[src/sv/gss_pkg.sv]
`default_nettype none

package gss_pkg;

   // Defaults for the top level parameters
   localparam int NUM_CHANNELS_DEF = 6;
   localparam int MAX_STEPS_DEF    = 64;
   localparam int TICK_WIDTH_DEF   = 24;

   // Field widths
   localparam int LEN_W      = 7;
   localparam int PROB_W     = 17;
   localparam int DRAW_W     = 16;
   localparam int CH_W       = 3;
   localparam int PULSE_W    = 16;
   localparam int MODE_W     = 3;
   localparam int MAXP_W     = 24;
   localparam int OUT_CH     = 6;
   localparam int STEP_OUT_W = 6;

   localparam int CSR_IDX_W  = 3;
   localparam int CSR_DATA_W = 24;
   localparam int REQ_DATA_W = 48;
   localparam int RSP_DATA_W = 16;

   // Result packing
   localparam int RSP_GATE_LO = 0;
   localparam int RSP_GATE_HI = 5;
   localparam int RSP_STEP_LO = 6;
   localparam int RSP_STEP_HI = 11;
   localparam int RSP_BAR     = 12;
   localparam int RSP_BEAT    = 13;
   localparam int RSP_BANK    = 14;

   // Register reset values
   localparam logic [MODE_W-1:0]  METRO_RST  = 3'd2;
   localparam logic [PULSE_W-1:0] PULSE_RST  = 16'd48;
   localparam logic [PULSE_W-1:0] IGNORE_RST = 16'd48;
   localparam logic [MAXP_W-1:0]  MAXP_RST   = 24'd96000;

   // First metronome mode that never marks
   localparam logic [MODE_W-1:0]  METRO_NEVER = 3'd4;

   typedef enum logic [CSR_IDX_W-1:0] {
      CSR_METRONOME   = 3'd0,
      CSR_WRITE_FILLS = 3'd1,
      CSR_PULSE       = 3'd2,
      CSR_IGNORE      = 3'd3,
      CSR_MAX_PERIOD  = 3'd4
   } csr_index_type;

   typedef enum logic [1:0] {
      PEND_NONE  = 2'd0,
      PEND_WRITE = 2'd1,
      PEND_DEL   = 2'd2
   } pend_kind_type;

   // Per-tick pattern edits, applied by the selected lane only
   typedef struct packed {
      logic big_now;
      logic bank_flip;
      logic clear;
      logic del_now;
      logic fill_set;
      logic late_apply;
      logic late_write;
      logic clk_apply;
      logic clk_write;
      logic toggle;
   } gss_lane_ctl_type;

   // Low step bits that must be zero for a beat mark
   function automatic logic [2:0] beat_mask(input logic [MODE_W-1:0] mode);
      logic [2:0] m;
      case (mode)
         3'd0:    m = 3'b000;
         3'd1:    m = 3'b001;
         3'd2:    m = 3'b011;
         default: m = 3'b111;
      endcase
      return m;
   endfunction

endpackage

`default_nettype wire

[src/sv/gss_lane.sv]
`default_nettype none

// One channel: two pattern banks, the bank select, and the edits of one tick.
module gss_lane import gss_pkg::*; #(
   parameter int MAX_STEPS = MAX_STEPS_DEF,
   parameter int SW        = $clog2(MAX_STEPS)
) (
   input  wire logic             clock,
   input  wire logic             reset,
   input  wire logic             en,
   input  wire logic             sel,
   input  wire gss_lane_ctl_type ctl,
   input  wire logic [SW-1:0]    old_step,
   input  wire logic [SW-1:0]    new_step,
   input  wire logic [SW-1:0]    out_step,
   output logic                  gate,
   output logic                  bank,
   output logic                  wrote
);

   localparam logic [MAX_STEPS-1:0] ONE = MAX_STEPS'(1);

   logic [MAX_STEPS-1:0] pat_ff [2];
   logic [MAX_STEPS-1:0] pat_in [2];
   logic                 bank_ff;

   always_comb begin
      logic [MAX_STEPS-1:0] old_m;
      logic [MAX_STEPS-1:0] new_m;
      logic [MAX_STEPS-1:0] out_m;
      logic [MAX_STEPS-1:0] p0;
      logic [MAX_STEPS-1:0] p1;
      logic [MAX_STEPS-1:0] cur;
      logic                 w1;
      logic                 w2;
      logic                 w3;
      old_m = ONE << old_step;
      new_m = ONE << new_step;
      out_m = ONE << out_step;
      p0    = pat_ff[0];
      p1    = pat_ff[1];
      w2    = 1'b0;
      w3    = 1'b0;

      // big button lands in the bank in use before any flip
      w1 = sel && ctl.big_now && (((bank_ff ? p1 : p0) & old_m) == '0);
      if (w1) begin
         if (bank_ff) begin
            p1 = p1 | old_m;
         end else begin
            p0 = p0 | old_m;
         end
      end

      bank = bank_ff ^ (sel & ctl.bank_flip);
      cur  = bank ? p1 : p0;

      if (sel) begin
         if (ctl.clear) begin
            cur = '0;
         end
         if (ctl.del_now) begin
            cur = cur & ~old_m;
         end
         if (ctl.fill_set) begin
            cur = cur | old_m;
         end
         // pending edit timed out: old step
         if (ctl.late_apply) begin
            if (ctl.late_write) begin
               w2  = (cur & old_m) == '0;
               cur = cur | old_m;
            end else begin
               cur = cur & ~old_m;
            end
         end
         // pending edit snapped to the step just reached
         if (ctl.clk_apply) begin
            if (ctl.clk_write) begin
               w3  = (cur & new_m) == '0;
               cur = cur | new_m;
            end else begin
               cur = cur & ~new_m;
            end
         end
         if (ctl.toggle) begin
            cur = cur ^ new_m;
         end
      end

      pat_in[0] = bank ? p0 : cur;
      pat_in[1] = bank ? cur : p1;
      gate      = (cur & out_m) != '0;
      wrote     = w1 | w2 | w3;
   end

   always_ff @(posedge clock) begin
      if (reset) begin
         pat_ff[0] <= '0;
         pat_ff[1] <= '0;
         bank_ff   <= 1'b0;
      end else if (en) begin
         pat_ff[0] <= pat_in[0];
         pat_ff[1] <= pat_in[1];
         bank_ff   <= bank;
      end
   end

endmodule

`default_nettype wire

[config.mk]
export PLATFORM = sky130hd
export DESIGN_NAME = gss_lane
export DESIGN_NICKNAME = d
export VERILOG_FILES = /design/src/sv/gss_pkg.sv /design/src/sv/gss_lane.sv
export SDC_FILE = /design/constraint.sdc
export NUM_CORES = 1
export LEC_CHECK = 0
export BUFFER_PORTS_ARGS = -buffer_cell sky130_fd_sc_hd__buf_2
export CAP_MARGIN = 25
export CORE_ASPECT_RATIO = 1.2
export CORE_MARGIN = 2
export CORE_UTILIZATION = 45
export CTS_BUF_LIST = sky130_fd_sc_hd__clkbuf_4
export DETAILED_ROUTE_END_ITERATION = 8
export PLACE_DENSITY = 0.63
export SYNTH_ARGS = -nofsm -noshare
export SYNTH_HDL_FRONTEND = slang
export SYNTH_SLANG_ARGS = --single-unit
[constraint.sdc]
create_clock -name clock -period 7.5 [get_ports clock]
set_clock_uncertainty 0.2 [all_clocks]
set_input_delay 1.5 -clock clock [delete_from_list [all_inputs] [get_ports clock]]
set_output_delay 1.5 -clock clock [all_outputs]
set_load 0.01 [all_outputs]
==> results of run 1 <==
## Yosys cell counts (all sizes together) (12+ instances only)
master	n
or3	19
a41oi	14
o31ai	44
and2	12
a211o	17
nor2b	13
o311ai	18
nor4	48
a21oi	186
o21ai	152
nor2	364
or4	14
a221oi	25
a22oi	21
a211oi	143
nand2b	22
o221ai	23
mux2i	70
o32ai	24
nand4	22
nand3	66
edfxtp	128
o22ai	43
clkbuf	163
nor3	138
a41o	12
o211ai	32
buf	66
nand2	248
and3	18
mux2	17
a31oi	40
## metal layers
| layer | GRT overflow | global-route usage, % |
|---|---|---|
| met3 | 0 | 54.4 |
| met5 | 0 | 24.5 |
| met2 | 3 | 86.6 |
| met1 | 0 | 72.7 |
| met4 | 8 | 65.3 |
## logic make-up after synthesis
kind of cell / count (synthesis) / share of synthesized area [%]
multiplexers: 87 / 5.20
XOR/XNOR: 3 / 0.153
AO/OA/AOI/OAI: 936 / 37.7
AND/OR/NAND/NOR: 1040 / 28.7
buffers and inverters: 241 / 5.76
flip-flops: 129 / 22.5
## per-stage QoR
| step | area [um2] | util, % | std cells | hold WS, ns |
|---|---|---|---|---|
| 2_1_floorplan | 17200 | - | 2436 | 0.394 |
| 3_3_place_gp | 22300 | 59.3 | 3381 | 0.414 |
| 3_5_place_dp | 22300 | 59.3 | 3382 | 0.426 |
| 4_1_cts | 23500 | 62.5 | 3448 | 0.459 |
## timing repair
action                                  in CTS
hold buffers                                 0
endpoints found under the setup margin       2
pin swaps                                   53
gates cloned                                 2
setup buffers                               33
gates resized for setup                    129
==> flow_metrics.py, run 1 <==
metrics = {
    "yosys": {
        "syn_nets": 2468,
        "synthCells": 2436,
        "ys.flop_type": "edfxtp_1",
        "synth_cell_types": 91,
        "yosysWarnings": 0,
        "yosysTopAreaCellShare_pct": 22.4,
        "syn_avg_cell_area_um2": 7.05,
        "async_flop_share_pct": 0,
        "syn_area_um2": 17200,
        "yosys.area.top_type": "edfxtp_1",
        "synth-seq-cells": 129,
        "synthTopCellsByArea": "edfxtp_1, nor2_1, a211oi_1, a21oi_1, nand2_1",
        "ys_seq_area_share_pct": 22.5,
        "synth-edff-count": 128,
    },
    "outcome": {
        "tool.error": "[ERROR GRT-0232] Routing congestion too high. Check the congestion heatmap in the GUI.",
        "lastStage": "global routing (5_1_grt)",
        "status": "aborted with a tool error",
    },
    "global_routing": {
        "track_usage_pct": 70.3,
        "grt-ovfl-total": 11,
        "grt_max_degree": 70,
    },
    "clock_network": {
        "cts.root.buffer_cell": "clkbuf_4",
        "cts_buffers": 17,
        "cts_sinks": 129,
        "h-tree-depth": 4,
        "clockBufferDepth": 2,
    },
    "floorplanning": {
        "io_pins": 35,
        "die_h_um": 218,
        "start_util_pct": 45.6,
        "die_w_um": 182,
        "rows": 78,
    },
    "place": {
        "place_ws_ns": -0.909,
        "io_buffers": 34,
        "gp_congestion": 1.29,
        "dp.final_hpwl_um": 101000,
    },
}
==> inputs of run 2 (changes only) <==
--- a/config.mk
+++ b/config.mk
@@ -7,12 +7,10 @@
 export LEC_CHECK = 0
 export BUFFER_PORTS_ARGS = -buffer_cell sky130_fd_sc_hd__buf_2
 export CAP_MARGIN = 25
-export CORE_ASPECT_RATIO = 1.2
 export CORE_MARGIN = 2
-export CORE_UTILIZATION = 45
-export CTS_BUF_LIST = sky130_fd_sc_hd__clkbuf_4
+export CORE_UTILIZATION = 30
 export DETAILED_ROUTE_END_ITERATION = 8
-export PLACE_DENSITY = 0.63
+export PLACE_DENSITY_LB_ADDON = 0.15
 export SYNTH_ARGS = -nofsm -noshare
 export SYNTH_HDL_FRONTEND = slang
 export SYNTH_SLANG_ARGS = --single-unit
==> flow_metrics.py, run 2 <==
metrics = {
    "outcome": {
        "status": "finished, violations left",
        "violations": "setup timing",
    },
    "clock_network": {
        "h-tree-depth": 4,
        "clockBufferDepth": 2,
        "cts_sinks": 129,
        "cts_buffers": 17,
        "cts_tree": "yes",
        "path_clk_slew_ns": 0.07,
        "clock_latency_ns": 0.51,
        "cts.root.buffer_cell": "clkbuf_16",
        "hold_buffers": 0,
    },
    "yosys": {
        "yosysWarnings": 0,
        "synth-xor-area-share_pct": 0.153,
        "yosys.area_share.simple_pct": 28.7,
        "synth_top_family_by_area": "compound AO/OA/AOI/OAI gates",
        "async_flop_share_pct": 0,
        "yosysMostFrequentCell": "nor2_1",
        "synth_cell_types": 91,
        "synth_commonest_cells": "nor2_1, nand2_1, a21oi_1",
        "muxShareOfSynthArea_pct": 5.20,
        "synth-edff-count": 128,
        "synth_compound_area_share_pct": 37.7,
        "ys_seq_area_share_pct": 22.5,
        "yosysTopAreaCellShare_pct": 22.4,
        "ys.flop_type": "edfxtp_1",
        "yosys.area.top_type": "edfxtp_1",
        "synthTopCellsByArea": "edfxtp_1, nor2_1, a211oi_1, a21oi_1, nand2_1",
        "synth-seq-cells": 129,
        "synthAdderAreaFrac_pct": 0,
        "syn_avg_cell_area_um2": 7.05,
        "syn_area_um2": 17200,
        "synthCells": 2436,
        "syn_nets": 2468,
    },
    "power_and_ir_drop": {
        "finalPower_uw": 3870,
        "p_leak_uw": 0.00985,
        "ir_drop_mv": 0.217,
        "power_density_nw_per_um2": 149,
    },
    "global_routing": {
        "grt_max_degree": 85,
        "met1_usage_pct": 61.0,
        "grt_pass1_wl_um": 211000,
        "use_met2_pct": 71.8,
        "grt_pass1_vias": 25500,
        "antenna_found_initial": 12,
        "top_usage_layer": "met2",
        "grt-ovfl-total": 0,
        "use_met3_pct": 20.8,
        "track_usage_pct": 51.4,
    },
    "floorplanning": {
        "io_pins": 35,
        "die-area_um2": 59200,
        "core-area_um2": 56500,
        "die_h_um": 243,
        "die_w_um": 243,
        "start_util_pct": 30.4,
        "rows": 87,
    },
    "critical_path": {
        "cp.arrival_ns": 6.36,
        "path_max_fanout": 10,
        "reg2reg_from": "bank_ff",
        "critPathCaptureType": "primary output",
        "setup.worst_path.start": "old_step[1]",
        "cpPeakStageDelay_ns": 0.40,
        "path_buf_inv": 11,
        "cp-endpoint": "gate",
        "crit_slowest_cell": "a221oi_1",
        "path_class": "in2out",
        "crit_top_cell": "buf_4",
        "path_depth": 25,
        "r2r-end": "pat_ff[0][16]",
        "crit_family": "buffers and inverters",
        "r2r_setup_slack_ns": 1.65,
        "required_ns": 5.80,
        "cp-start-kind": "primary input",
        "reg2regPathDepth": 24,
    },
    "finish": {
        "regArea_um2": 3870,
        "fin_area_um2": 25900,
        "drive_gt1_share_pct": 35.5,
        "num-fill-cells": 5749,
        "instances_no_fill": 3870,
        "multi_input_area_um2": 13400,
        "final_common_cell": "buf_4",
        "regMostFlops": "pat_ff",
        "layout_common_cells": "buf_4, nor2_1, nand2_1",
        "reg_top3": "pat_ff: 128 flops, bank_ff: 1 flops",
        "area_growth_pct": 51.1,
        "largest_reg_flops": 128,
        "nets": 3124,
    },
    "place": {
        "dp.final_hpwl_um": 121000,
        "gp_congestion": 1.16,
        "dp.cells": 3768,
        "place_ws_ns": -1.45,
        "dpl_cell_area_um2": 23600,
        "io_buffers": 34,
    },
    "timing": {
        "setup_violations": 2,
        "drv_slew": 0,
        "slew_headroom_pct": 24.6,
        "fin_crit_sh_pct": 108,
        "tightest_slew_ns": 1.12,
        "finalSetupTns_ns": -0.983,
        "rsz0062_at_grt": "yes",
        "fmax_mhz": 124,
        "fin_crit_ns": 8.06,
        "setup_ws_ns": -0.565,
        "hold_violations": 0,
    },
    "route": {
        "wl_per_cell_um": 40.7,
        "drt_iter0_drc": 4827,
        "totalWireLength_um": 158000,
        "vias": 27800,
        "avgViaCountPerCell": 7.17,
        "ant_nets": 0,
        "drc": 0,
        "firstDrtPassIters": 8,
    },
    "min_path": {
        "holdCritPathClass": "reg2reg",
    },
    "job": {
        "max-cap-violations": 0,
    },
}
==> run 2: power breakdown <==
group	switching, uW	total, uW	internal (uW)	leakage, uW
clock network	419	945	525	0.000290
registers	83.8	948	864	0.00142
logic	1240	1970	732	0.00814
==> run 2: cell type report <==
| type | instances | share of cell area, % |
|---|---|---|
| sequential | 129 | 14.9 |
| tap | 756 | 3.65 |
| inverter | 12 | 0.193 |
| antenna | 9 | 0.0868 |
| timing repair buffer | 866 | 27.2 |
| multi-input combinational | 2066 | 51.6 |
| clock inverter | 15 | 0.704 |
| clock buffer | 17 | 1.64 |
==> run 2: per-layer routing <==
| layer | vias to the layer above | share of wire, % |
|---|---|---|
| met5 | - | 0.052 |
| met4 | 8 | 11 |
| met3 | 748 | 14 |
| met2 | 2554 | 39 |
| met1 | 13500 | 35 |
| li1 | 10900 | - |
==> run 2: what timing repair did <==
item                                    CTS  global route
gates cloned                              3             2
pin swaps                                51            30
setup buffers                            39            17
endpoints found under the setup margin    2             2
gates resized for setup                 176            55
==> run 2: metrics by stage <==
step	hold slack (ns)	utilization [%]
detailed placement	0.442	41.7
floorplan	0.394	-
global placement	0.419	41.7
finish	0.482	45.9
CTS	0.462	45.0
global route	0.489	45.9
==> run 2: tightest hold or removal path: stages, from the launching register on <==
cell      delay, ns
edfxtp_1       0.39
o31ai_1        0.09
nor2_1         0.09
==> run 2: kinds of logic after synthesis <==
logic type | Yosys count
AND/OR/NAND/NOR | 1040
AO/OA/AOI/OAI | 936
buffers and inverters | 241
flip-flops | 129
multiplexers | 87
XOR/XNOR | 3
==> run 2: worst min path at each step <==
stage / start / to / slack [ns] / depth (start not counted)
final: pat_ff[0][72] / pat_ff[0][72] / 0.48 / 2
after CTS: pat_ff[0][44] / pat_ff[0][44] / 0.46 / 1
after global placement: pat_ff[0][44] / pat_ff[0][44] / 0.42 / 1
after global routing: pat_ff[0][44] / pat_ff[0][44] / 0.49 / 1
after detailed placement: pat_ff[0][44] / pat_ff[0][44] / 0.44 / 1
after floorplan: pat_ff[0][72] / pat_ff[0][72] / 0.39 / 2
(Power assumes the default switching activity.)
